===== src/hdl/dssm_pkg.sv =====
package dssm_pkg;

    localparam int MAX_SECTORS_DEFAULT = 32;

    localparam int TRACK_W  = 7;
    localparam int SECTOR_W = 6;
    localparam int STATUS_W = 4;
    localparam int COUNT_W  = 5;
    localparam int CFG_IDX_W  = 1;
    localparam int CFG_DATA_W = 7;

    // configuration register indexes
    localparam logic [CFG_IDX_W-1:0] CFG_FOCUS_TRACK = 1'd0;
    localparam logic [CFG_IDX_W-1:0] CFG_ONE_SIDED   = 1'd1;

    // input commands
    localparam logic CMD_REPORT = 1'b0;
    localparam logic CMD_CLEAR  = 1'b1;

    // status codes
    localparam logic [STATUS_W-1:0] ST_MISSING    = 4'd0;
    localparam logic [STATUS_W-1:0] ST_GOOD       = 4'd1;
    localparam logic [STATUS_W-1:0] ST_GOOD_POST1 = 4'd3;

    // zone table
    localparam logic [TRACK_W-1:0] SIDE_TRACKS   = 7'd35;
    localparam logic [TRACK_W-1:0] LAST_TRACK    = 7'd70;
    localparam logic [TRACK_W-1:0] ZONE0_LAST    = 7'd17;
    localparam logic [TRACK_W-1:0] ZONE1_LAST    = 7'd24;
    localparam logic [TRACK_W-1:0] ZONE2_LAST    = 7'd30;
    localparam logic [COUNT_W-1:0] ZONE0_SECTORS = 5'd21;
    localparam logic [COUNT_W-1:0] ZONE1_SECTORS = 5'd19;
    localparam logic [COUNT_W-1:0] ZONE2_SECTORS = 5'd18;
    localparam logic [COUNT_W-1:0] ZONE3_SECTORS = 5'd17;

    typedef struct packed {
        logic                command;
        logic [TRACK_W-1:0]  track;
        logic [SECTOR_W-1:0] sector;
        logic [STATUS_W-1:0] status_code;
    } in_item_t;

    typedef struct packed {
        logic                recorded;
        logic [STATUS_W-1:0] entry_status;
        logic                all_good;
        logic [COUNT_W-1:0]  sectors_in_track;
    } out_item_t;

    typedef struct packed {
        logic latch;
        logic clear;
        logic lookup;
        logic update;
        logic scan_start;
        logic scan_step;
        logic finish;
    } dp_cmd_t;

    typedef struct packed {
        logic scan_done;
        logic out_busy;
    } dp_status_t;

    function automatic logic [COUNT_W-1:0] zone_sectors(
        input logic [TRACK_W-1:0] track,
        input logic               one_sided
    );
        logic [TRACK_W-1:0] t;
        logic [COUNT_W-1:0] n;
        t = track;
        if (one_sided && t > SIDE_TRACKS)
            t = SIDE_TRACKS;
        if (t > SIDE_TRACKS && t <= LAST_TRACK)
            t = t - SIDE_TRACKS;
        if (t == '0 || t > SIDE_TRACKS)
            n = '0;
        else if (t <= ZONE0_LAST)
            n = ZONE0_SECTORS;
        else if (t <= ZONE1_LAST)
            n = ZONE1_SECTORS;
        else if (t <= ZONE2_LAST)
            n = ZONE2_SECTORS;
        else
            n = ZONE3_SECTORS;
        return n;
    endfunction

endpackage


===== src/hdl/dssm_ram.sv =====
module dssm_ram #(
    parameter int WIDTH = 4,
    parameter int DEPTH = 32
) (
    input  logic                     clk,
    input  logic                     we,
    input  logic [$clog2(DEPTH)-1:0] waddr,
    input  logic [WIDTH-1:0]         wdata,
    input  logic [$clog2(DEPTH)-1:0] raddr,
    output logic [WIDTH-1:0]         rdata
);

    logic [WIDTH-1:0] mem [DEPTH];

    always_ff @(posedge clk)
    begin
        if (we)
            mem[waddr] <= wdata;
        rdata <= mem[raddr];
    end

endmodule


===== src/hdl/dssm_ctrl.sv =====
module dssm_ctrl (
    input  logic                clk,
    input  logic                rst_n,
    input  logic                in_valid,
    input  logic                in_command,
    output logic                in_ready,
    input  dssm_pkg::dp_status_t status,
    output dssm_pkg::dp_cmd_t   cmd
);

    typedef enum logic [5:0] {
        S_IDLE   = 6'b000001,
        S_CLEAR  = 6'b000010,
        S_LOOKUP = 6'b000100,
        S_UPDATE = 6'b001000,
        S_SCAN   = 6'b010000,
        S_FINISH = 6'b100000
    } state_t;

    state_t state_reg;
    state_t state_next;

    always_ff @(posedge clk or negedge rst_n)
    begin
        if (!rst_n)
            state_reg <= S_IDLE;
        else
            state_reg <= state_next;
    end

    always_comb
    begin
        state_next = state_reg;
        cmd        = '0;
        in_ready   = 1'b0;
        unique case (state_reg)
            S_IDLE:
            begin
                in_ready = 1'b1;
                if (in_valid)
                begin
                    cmd.latch = 1'b1;
                    if (in_command == dssm_pkg::CMD_CLEAR)
                        state_next = S_CLEAR;
                    else
                        state_next = S_LOOKUP;
                end
            end
            S_CLEAR:
            begin
                cmd.clear      = 1'b1;
                cmd.scan_start = 1'b1;
                state_next     = S_SCAN;
            end
            S_LOOKUP:
            begin
                cmd.lookup = 1'b1;
                state_next = S_UPDATE;
            end
            S_UPDATE:
            begin
                cmd.update     = 1'b1;
                cmd.scan_start = 1'b1;
                state_next     = S_SCAN;
            end
            S_SCAN:
            begin
                cmd.scan_step = 1'b1;
                if (status.scan_done)
                    state_next = S_FINISH;
            end
            S_FINISH:
            begin
                // hold here while the previous item still sits in the output register
                if (!status.out_busy)
                begin
                    cmd.finish = 1'b1;
                    state_next = S_IDLE;
                end
            end
            default:
                state_next = S_IDLE;
        endcase
    end

endmodule


===== src/hdl/dssm_datapath.sv =====
module dssm_datapath #(
    parameter int MaxSectors = dssm_pkg::MAX_SECTORS_DEFAULT
) (
    input  logic                                 clk,
    input  logic                                 rst_n,
    input  dssm_pkg::in_item_t                   in_data,
    input  logic                                 cfg_valid,
    input  logic [dssm_pkg::CFG_IDX_W-1:0]       cfg_index,
    input  logic [dssm_pkg::CFG_DATA_W-1:0]      cfg_data,
    input  dssm_pkg::dp_cmd_t                    cmd,
    output dssm_pkg::dp_status_t                 status,
    output logic                                 out_valid,
    input  logic                                 out_ready,
    output dssm_pkg::out_item_t                  out_data
);

    localparam int AW = $clog2(MaxSectors);
    localparam int CW = $clog2(MaxSectors + 1);

    dssm_pkg::in_item_t                  item_reg;
    logic [dssm_pkg::TRACK_W-1:0]        focus_track_reg;
    logic                                one_sided_reg;
    logic [MaxSectors-1:0]               valid_reg;
    logic                                held_valid_reg;
    logic                                recorded_reg;
    logic [dssm_pkg::STATUS_W-1:0]       entry_reg;
    logic [CW-1:0]                       scan_idx_reg;
    logic                                chk_reg;
    logic                                chk_valid_reg;
    logic                                good_reg;
    logic                                out_valid_reg;
    dssm_pkg::out_item_t                 out_data_reg;

    logic [dssm_pkg::COUNT_W-1:0]        focus_count;
    logic [dssm_pkg::COUNT_W-1:0]        item_count;
    logic                                sec_ok;
    logic                                in_range;
    logic [dssm_pkg::STATUS_W-1:0]       held;
    logic                                do_write;
    logic                                scan_live;
    logic [dssm_pkg::STATUS_W-1:0]       ram_q;
    logic [AW-1:0]                       sec_addr;
    logic [AW-1:0]                       scan_addr;
    logic [AW-1:0]                       raddr;
    logic [dssm_pkg::STATUS_W-1:0]       eff;
    logic                                eff_good;

    assign focus_count = dssm_pkg::zone_sectors(focus_track_reg, one_sided_reg);
    assign item_count  = dssm_pkg::zone_sectors(item_reg.track, one_sided_reg);
    assign sec_ok      = int'(item_reg.sector) < MaxSectors;
    assign sec_addr    = item_reg.sector[AW-1:0];
    assign in_range    = (item_reg.track == focus_track_reg) && sec_ok
                         && (item_reg.sector < {1'b0, item_count});
    // entries never written since the last clear read as missing
    assign held        = held_valid_reg ? ram_q : dssm_pkg::ST_MISSING;
    assign do_write    = cmd.update && in_range
                         && ((item_reg.status_code != dssm_pkg::ST_MISSING
                              && item_reg.status_code < held)
                             || held == dssm_pkg::ST_MISSING);

    assign scan_live = int'(scan_idx_reg) < int'(focus_count)
                       && int'(scan_idx_reg) < MaxSectors;
    assign scan_addr = scan_idx_reg[AW-1:0];
    assign raddr     = cmd.lookup ? sec_addr : scan_addr;
    assign eff       = chk_valid_reg ? ram_q : dssm_pkg::ST_MISSING;
    assign eff_good  = (eff == dssm_pkg::ST_GOOD) || (eff == dssm_pkg::ST_GOOD_POST1);

    dssm_ram #(
        .WIDTH(dssm_pkg::STATUS_W),
        .DEPTH(MaxSectors)
    ) u_ram (
        .clk  (clk),
        .we   (do_write),
        .waddr(sec_addr),
        .wdata(item_reg.status_code),
        .raddr(raddr),
        .rdata(ram_q)
    );

    always_ff @(posedge clk or negedge rst_n)
    begin
        if (!rst_n)
        begin
            focus_track_reg <= '0;
            one_sided_reg   <= 1'b0;
        end
        else if (cfg_valid)
        begin
            unique case (cfg_index)
                dssm_pkg::CFG_FOCUS_TRACK: focus_track_reg <= cfg_data;
                dssm_pkg::CFG_ONE_SIDED:   one_sided_reg   <= cfg_data[0];
                default: ;
            endcase
        end
    end

    always_ff @(posedge clk or negedge rst_n)
    begin
        if (!rst_n)
            valid_reg <= '0;
        else if (cmd.clear)
            valid_reg <= '0;
        else if (do_write)
            valid_reg[sec_addr] <= 1'b1;
    end

    always_ff @(posedge clk)
    begin
        if (cmd.latch)
            item_reg <= in_data;
        if (cmd.lookup)
            held_valid_reg <= sec_ok && valid_reg[sec_addr];
        if (cmd.clear)
        begin
            recorded_reg <= 1'b0;
            entry_reg    <= dssm_pkg::ST_MISSING;
        end
        else if (cmd.update)
        begin
            recorded_reg <= do_write;
            if (do_write)
                entry_reg <= item_reg.status_code;
            else if (sec_ok)
                entry_reg <= held;
            else
                entry_reg <= dssm_pkg::ST_MISSING;
        end
    end

    // scan: read one entry per cycle, check it the cycle after
    always_ff @(posedge clk or negedge rst_n)
    begin
        if (!rst_n)
        begin
            scan_idx_reg <= '0;
            chk_reg      <= 1'b0;
        end
        else if (cmd.scan_start)
        begin
            scan_idx_reg <= '0;
            chk_reg      <= 1'b0;
        end
        else if (cmd.scan_step && scan_live)
        begin
            scan_idx_reg <= scan_idx_reg + 1'b1;
            chk_reg      <= 1'b1;
        end
        else
        begin
            chk_reg <= 1'b0;
        end
    end

    always_ff @(posedge clk)
    begin
        if (cmd.scan_step && scan_live)
            chk_valid_reg <= valid_reg[scan_addr];
        if (cmd.scan_start)
            good_reg <= 1'b1;
        else if (chk_reg && !eff_good)
            good_reg <= 1'b0;
    end

    assign status.scan_done = !scan_live && !chk_reg;
    assign status.out_busy  = out_valid_reg && !out_ready;

    always_ff @(posedge clk or negedge rst_n)
    begin
        if (!rst_n)
            out_valid_reg <= 1'b0;
        else if (cmd.finish)
            out_valid_reg <= 1'b1;
        else if (out_ready)
            out_valid_reg <= 1'b0;
    end

    always_ff @(posedge clk)
    begin
        if (cmd.finish)
        begin
            out_data_reg.recorded         <= recorded_reg;
            out_data_reg.entry_status     <= entry_reg;
            out_data_reg.all_good         <= good_reg;
            out_data_reg.sectors_in_track <= focus_count;
        end
    end

    assign out_valid = out_valid_reg;
    assign out_data  = out_data_reg;

endmodule


===== src/hdl/disk_sector_status_map_top.sv =====
// Sector status map for the disk track in focus. Each item is either a sector
// report or a clear command; each gives one result carrying whether the report
// was stored, the entry now held for the addressed sector, whether every sector
// of the focus track reads good or good-post-1, and the focus track's sector
// count. The cost of an item is mainly the scan of the status table over the
// focus track's sector count (0 to 21) of entries, one entry per cycle through
// the single read port of the table memory. One item is in flight at a time; a
// finished result waits in the output register and the next item is accepted
// meanwhile.
// Configuration writes are taken every cycle and must only be issued while idle.
module disk_sector_status_map_top #(
    parameter int MaxSectors = dssm_pkg::MAX_SECTORS_DEFAULT
) (
    input  logic                            clk,
    input  logic                            rst_n,
    input  logic                            in_valid,
    output logic                            in_ready,
    input  dssm_pkg::in_item_t              in_data,
    output logic                            out_valid,
    input  logic                            out_ready,
    output dssm_pkg::out_item_t             out_data,
    input  logic                            cfg_valid,
    output logic                            cfg_ready,
    input  logic [dssm_pkg::CFG_IDX_W-1:0]  cfg_index,
    input  logic [dssm_pkg::CFG_DATA_W-1:0] cfg_data
);

    dssm_pkg::dp_cmd_t    cmd;
    dssm_pkg::dp_status_t status;

    assign cfg_ready = 1'b1;

    dssm_ctrl u_ctrl (
        .clk       (clk),
        .rst_n     (rst_n),
        .in_valid  (in_valid),
        .in_command(in_data.command),
        .in_ready  (in_ready),
        .status    (status),
        .cmd       (cmd)
    );

    dssm_datapath #(
        .MaxSectors(MaxSectors)
    ) u_datapath (
        .clk      (clk),
        .rst_n    (rst_n),
        .in_data  (in_data),
        .cfg_valid(cfg_valid),
        .cfg_index(cfg_index),
        .cfg_data (cfg_data),
        .cmd      (cmd),
        .status   (status),
        .out_valid(out_valid),
        .out_ready(out_ready),
        .out_data (out_data)
    );

    // an accepted item blocks the input until its work is done
    assert property (@(posedge clk) disable iff (!rst_n)
        in_valid && in_ready |=> !in_ready)
        else $error("input accepted while an item is in flight");

    // a track without sectors always reads as all good
    assert property (@(posedge clk) disable iff (!rst_n)
        out_valid && out_data.sectors_in_track == '0 |-> out_data.all_good)
        else $error("all_good low for a track with no sectors");

    // nothing can be stored when the focus track has no sectors
    assert property (@(posedge clk) disable iff (!rst_n)
        out_valid && out_data.recorded |-> out_data.sectors_in_track != '0)
        else $error("report stored for a track with no sectors");

    // a freshly stored entry that is not good rules out all_good
    assert property (@(posedge clk) disable iff (!rst_n)
        out_valid && out_data.recorded |-> !out_data.all_good
            || out_data.entry_status == dssm_pkg::ST_GOOD
            || out_data.entry_status == dssm_pkg::ST_GOOD_POST1)
        else $error("all_good high while the stored entry is not good");

endmodule

===== config.mk =====
export PLATFORM = sky130hd
export DESIGN_NAME = disk_sector_status_map_top
export DESIGN_NICKNAME = d
export VERILOG_FILES = /design/src/hdl/dssm_pkg.sv /design/src/hdl/dssm_ram.sv /design/src/hdl/dssm_ctrl.sv /design/src/hdl/dssm_datapath.sv /design/src/hdl/disk_sector_status_map_top.sv
export SDC_FILE = /design/constraint.sdc
export NUM_CORES = 1
export LEC_CHECK = 0
export BUFFER_PORTS_ARGS = -buffer_cell sky130_fd_sc_hd__buf_2
export CAP_MARGIN = 20
export CORE_ASPECT_RATIO = 0.5
export CORE_UTILIZATION = 45
export DETAILED_ROUTE_END_ITERATION = 10
export GPL_TIMING_DRIVEN = 0
export HOLD_SLACK_MARGIN = 0.05
export PLACE_DENSITY = 0.66
export REMOVE_ABC_BUFFERS = 1
export SETUP_SLACK_MARGIN = 0.5
export SLEW_MARGIN = 20
export SYNTH_ARGS = -nofsm -noshare
export SYNTH_HDL_FRONTEND = slang
export SYNTH_HIERARCHICAL = 1
export SYNTH_SLANG_ARGS = --single-unit

===== constraint.sdc =====
create_clock -name clk -period 8 [get_ports clk]
set_input_delay 0.4 -clock clk [delete_from_list [all_inputs] [get_ports clk]]
set_output_delay 0.4 -clock clk [all_outputs]
set_load 0.02 [all_outputs]

==> impl_metrics.csv <==
group,metric,value,unit
outcome,outcome,"completed",
timing,drv_slew,0,
clocking,cts_max_level,1,
synthesis,netlist_area,0.0109,sq mm
clocking,clock_path_buffers,3,
clocking,cts_tree,"yes",
clocking,post_cts_resized,0,
timing,period_needed,6.31,ns
job,drv_cap,0,
synthesis,ys_types,85,
critical_path,start_kind,"register",
detailed_routing,drtIter0Drc,837,
clocking,clock_sinks,221,
synthesis,synth-simple-area-share,12.9,%
cells_and_area,drive_gt1_share,23.1,%
timing,setup_tns,0,ns
synthesis,synth_edf_count,157,
detailed_routing,vias,7107,
synthesis,synth_mux_area_share,14.6,%
synthesis,ys_async_sr_fraction,24.4,%
critical_path,crit_path_max_fanout,8,
clocking,clk-insertion-delay-late,0.52,ns
synthesis,synthFlopType,"edfxtp_1",
cells_and_area,num_antenna_cells,0,
grt,grtUsageMet2,31.2,%
timing,worstMarginPinSlew,1.23,ns
hold_path,hold_class,"in -> reg",
pwr,power_switching,1090,uW
synthesis,avgSynthCellArea,13.6,sq um
place,placed_cells,1106,
timing,fmax,159,MHz
clocking,clk_pin_slew,0.06,ns
detailed_routing,routed_wl,24100,um
timing,setup_viol,0,
grt,antenna_found_initial,0,
grt,grt_most_used_layer,"met2",
pwr,vdd_drop_max,0.000156,V
pwr,power.leakage,0.00426,uW
pwr,p_per_area,280,mW/mm^2
floorplan,die_w,223,um
synthesis,synth.top_cell.area_share,43.1,%
pwr,internal-power,2370,uW
pwr,switching_share,31.5,%
cells_and_area,fin_nets,886,
synthesis,synth_top_area_cell,"edfxtp_1",
grt,grt_max_degree,55,
synthesis,ys_top_cells_by_area,"edfxtp_1 43%, dfrtp_1 12%, mux4_2 12%",
grt,use_met1,28.8,%
detailed_routing,wl_per_cell,20.7,um
pwr,pwr-share-clk,30.3,%
place,dpl.hpwl,15400,um
synthesis,yosys.area_share.xor_xnor,0.949,%
grt,track_usage,19.8,%
critical_path,crit_type,"reg -> reg",
floorplan,die_area,0.0250,sq mm
timing,rsz0062_at_grt,"no",
synthesis,synth_top_family_by_area,"multiplexers",
floorplan,core,0.0233,sq mm
synthesis,synth_fa_ha_area_share,1.60,%
synthesis,syn_inst,805,
detailed_routing,drc_errors,0,
grt,grt_pass1_vias,6869,
cells_and_area,largest_reg_flops,128,
synthesis,synth-seq-cells,221,
detailed_routing,via_per_inst,6.11,
synthesis,synth.yosys.warnings,6,
timing,min_period_over_period,78.8,%
timing,final_hold_viol_count,0,
synthesis,synth_compound_area_share,9.19,%
cells_and_area,syn2layout_area_growth,12.6,%
timing,clock_skew,0.0160,ns
clocking,cts_buffers,22,
critical_path,crit_path_end_kind,"register",
place,routabilityCongestion,0.885,
synthesis,ys_seq_area_share,57.3,%
detailed_routing,dr.pass1.iters,6,
clocking,ctsRootBufferMaster,"clkbuf_16",
floorplan,die_y,112,um
floorplan,initial_core_util,46.9,%
grt,grt.overflow.total,0,
critical_path,cp.arrival,6.74,ns
pwr,pwr-share-seq,43.8,%
detailed_routing,route.antenna.remaining_nets,0,
pwr,comb_power_share,25.9,%
floorplan,rows,39,
timing,slew-limit-headroom,17.6,%
cells_and_area,final_cells,1164,
floorplan,design.portCount,45,
critical_path,cp.required,8.44,ns
place,port_buffers,42,
grt,grt_use_met3,3.90,%
grt,grt_pass1_wl,38900,um
[layout by cell type, fill, tap and decap left out, types with 15 or more instances in the layout]
cell and n:
clkbuf_16 23, dfrtp_1 53, nor2_1 84, mux2_2 19, o32ai_1 17, nor3_1 15
inv_1 27, edfxtp_1 157, mux4_2 58, nand2_1 36, nand3_1 15, o21ai_0 16
buf_2 43, a21oi_1 30
[cells by family after synthesis]
| family | count (synthesis) |
|---|---|
| multiplexers | 84 |
| other | 2 |
| flip-flops | 221 |
| adder cells (fa/ha/maj) | 14 |
| AND/OR/NAND/NOR | 259 |
| XOR/XNOR | 11 |
| AO/OA/AOI/OAI | 134 |
| buffers and inverters | 80 |
[cells in the mapped netlist (all sizes together), types with 8 or more instances]
library cell and n:
mux2 21, inv 27, or2 10, or3 11, mux4 58, nor2b 8
a21oi 30, dfxtp 10, xor2 8, nand2b 10, nand2 36, nor2 85
edfxtp 157, dfrtp 53, nor3 18, clkbuf 27, ha 14, o32ai 18
o21ai 16, buf 26, nand3 15, nand3b 14
[critical path, stage by stage (launching register included)]
cell and delay [ns]:
edfxtp_1 0.50, or4_1 0.63, a21oi_1 0.32, ha_1 0.22
and3b_1 0.18, or2_1 0.32, o221ai_2 0.29, mux2_1 0.39
and4_4 0.18, or3_1 0.35, ha_1 0.18, o21ai_0 0.19
or4b_1 0.44, or4_1 0.45, nor2_1 0.17, nand2_1 0.15
nor3_1 0.95, a21oi_1 0.17, nor2_1 0.13
[repair_timing]
action	in CTS	in global routing
setup buffers	0	0
hold buffers	12	2
endpoints found under the hold margin	64	2
[per-stage QoR]
step	util, %	hold slack, ns	worst slack (ns)	power [uW]	area, sq um
after floorplan	-	0.104	2.52	2130	10700
after global placement	48.3	0.416	1.82	2370	11300
after detailed placement	48.8	0.431	1.81	2410	11400
after CTS	52.5	0.0519	1.73	3460	12200
after global routing	52.8	0.0513	1.27	3630	12300
final	52.8	0.0658	1.69	3450	12300
[power groups by stage]
stage	Sequential [uW]	Combinational, uW	Clock, uW
after global placement	1560	807	0
after global routing	1530	980	1120
after CTS	1530	862	1070
after detailed placement	1560	853	0
final	1510	896	1050
after floorplan	1480	655	0
[worst paths after layout]
kind                                                      start                                        end  slack, ns  cells after the start
max in group asynchronous                                 rst_n  u_datapath/focus_track_reg[4]$_DFFE_PN0P_       7.03                      2
min in group asynchronous                                 rst_n       u_datapath/valid_reg[19]$_DFFE_PN0P_       0.49                      2
setup / recovery              u_datapath/item_reg[12]$_DFFE_PP_       u_datapath/valid_reg[21]$_DFFE_PN0P_       1.69                     18
hold reg to reg            u_datapath/entry_reg[2]$_SDFFE_PP0P_           u_datapath/out_data[8]$_DFFE_PP_       0.44                      0
hold / removal                                      in_data[15]          u_datapath/item_reg[15]$_DFFE_PP_       0.07                      1
setup reg to reg              u_datapath/item_reg[12]$_DFFE_PP_       u_datapath/valid_reg[21]$_DFFE_PN0P_       1.69                     18
[per-layer routing]
| metal | vias to the layer above | wire, um |
|---|---|---|
| met1 | 3614 | 10900 |
| met3 | 20 | 1680 |
| met5 | - | 0 |
| met4 | 0 | 356 |
| li1 | 3201 | - |
| met2 | 272 | 11200 |
[layout make-up]
| class | count | area [sq um] |
|---|---|---|
| flip-flops and latches | 221 | 6270 |
| fillers | 1901 | 11000 |
| multi-input cells | 504 | 4350 |
| repair buffers | 65 | 473 |
| inverters | 27 | 101 |
| well taps | 307 | 384 |
| clock buffers | 26 | 597 |
| clock inverters | 14 | 146 |
Note: power is estimated with default switching activity, not from simulation.
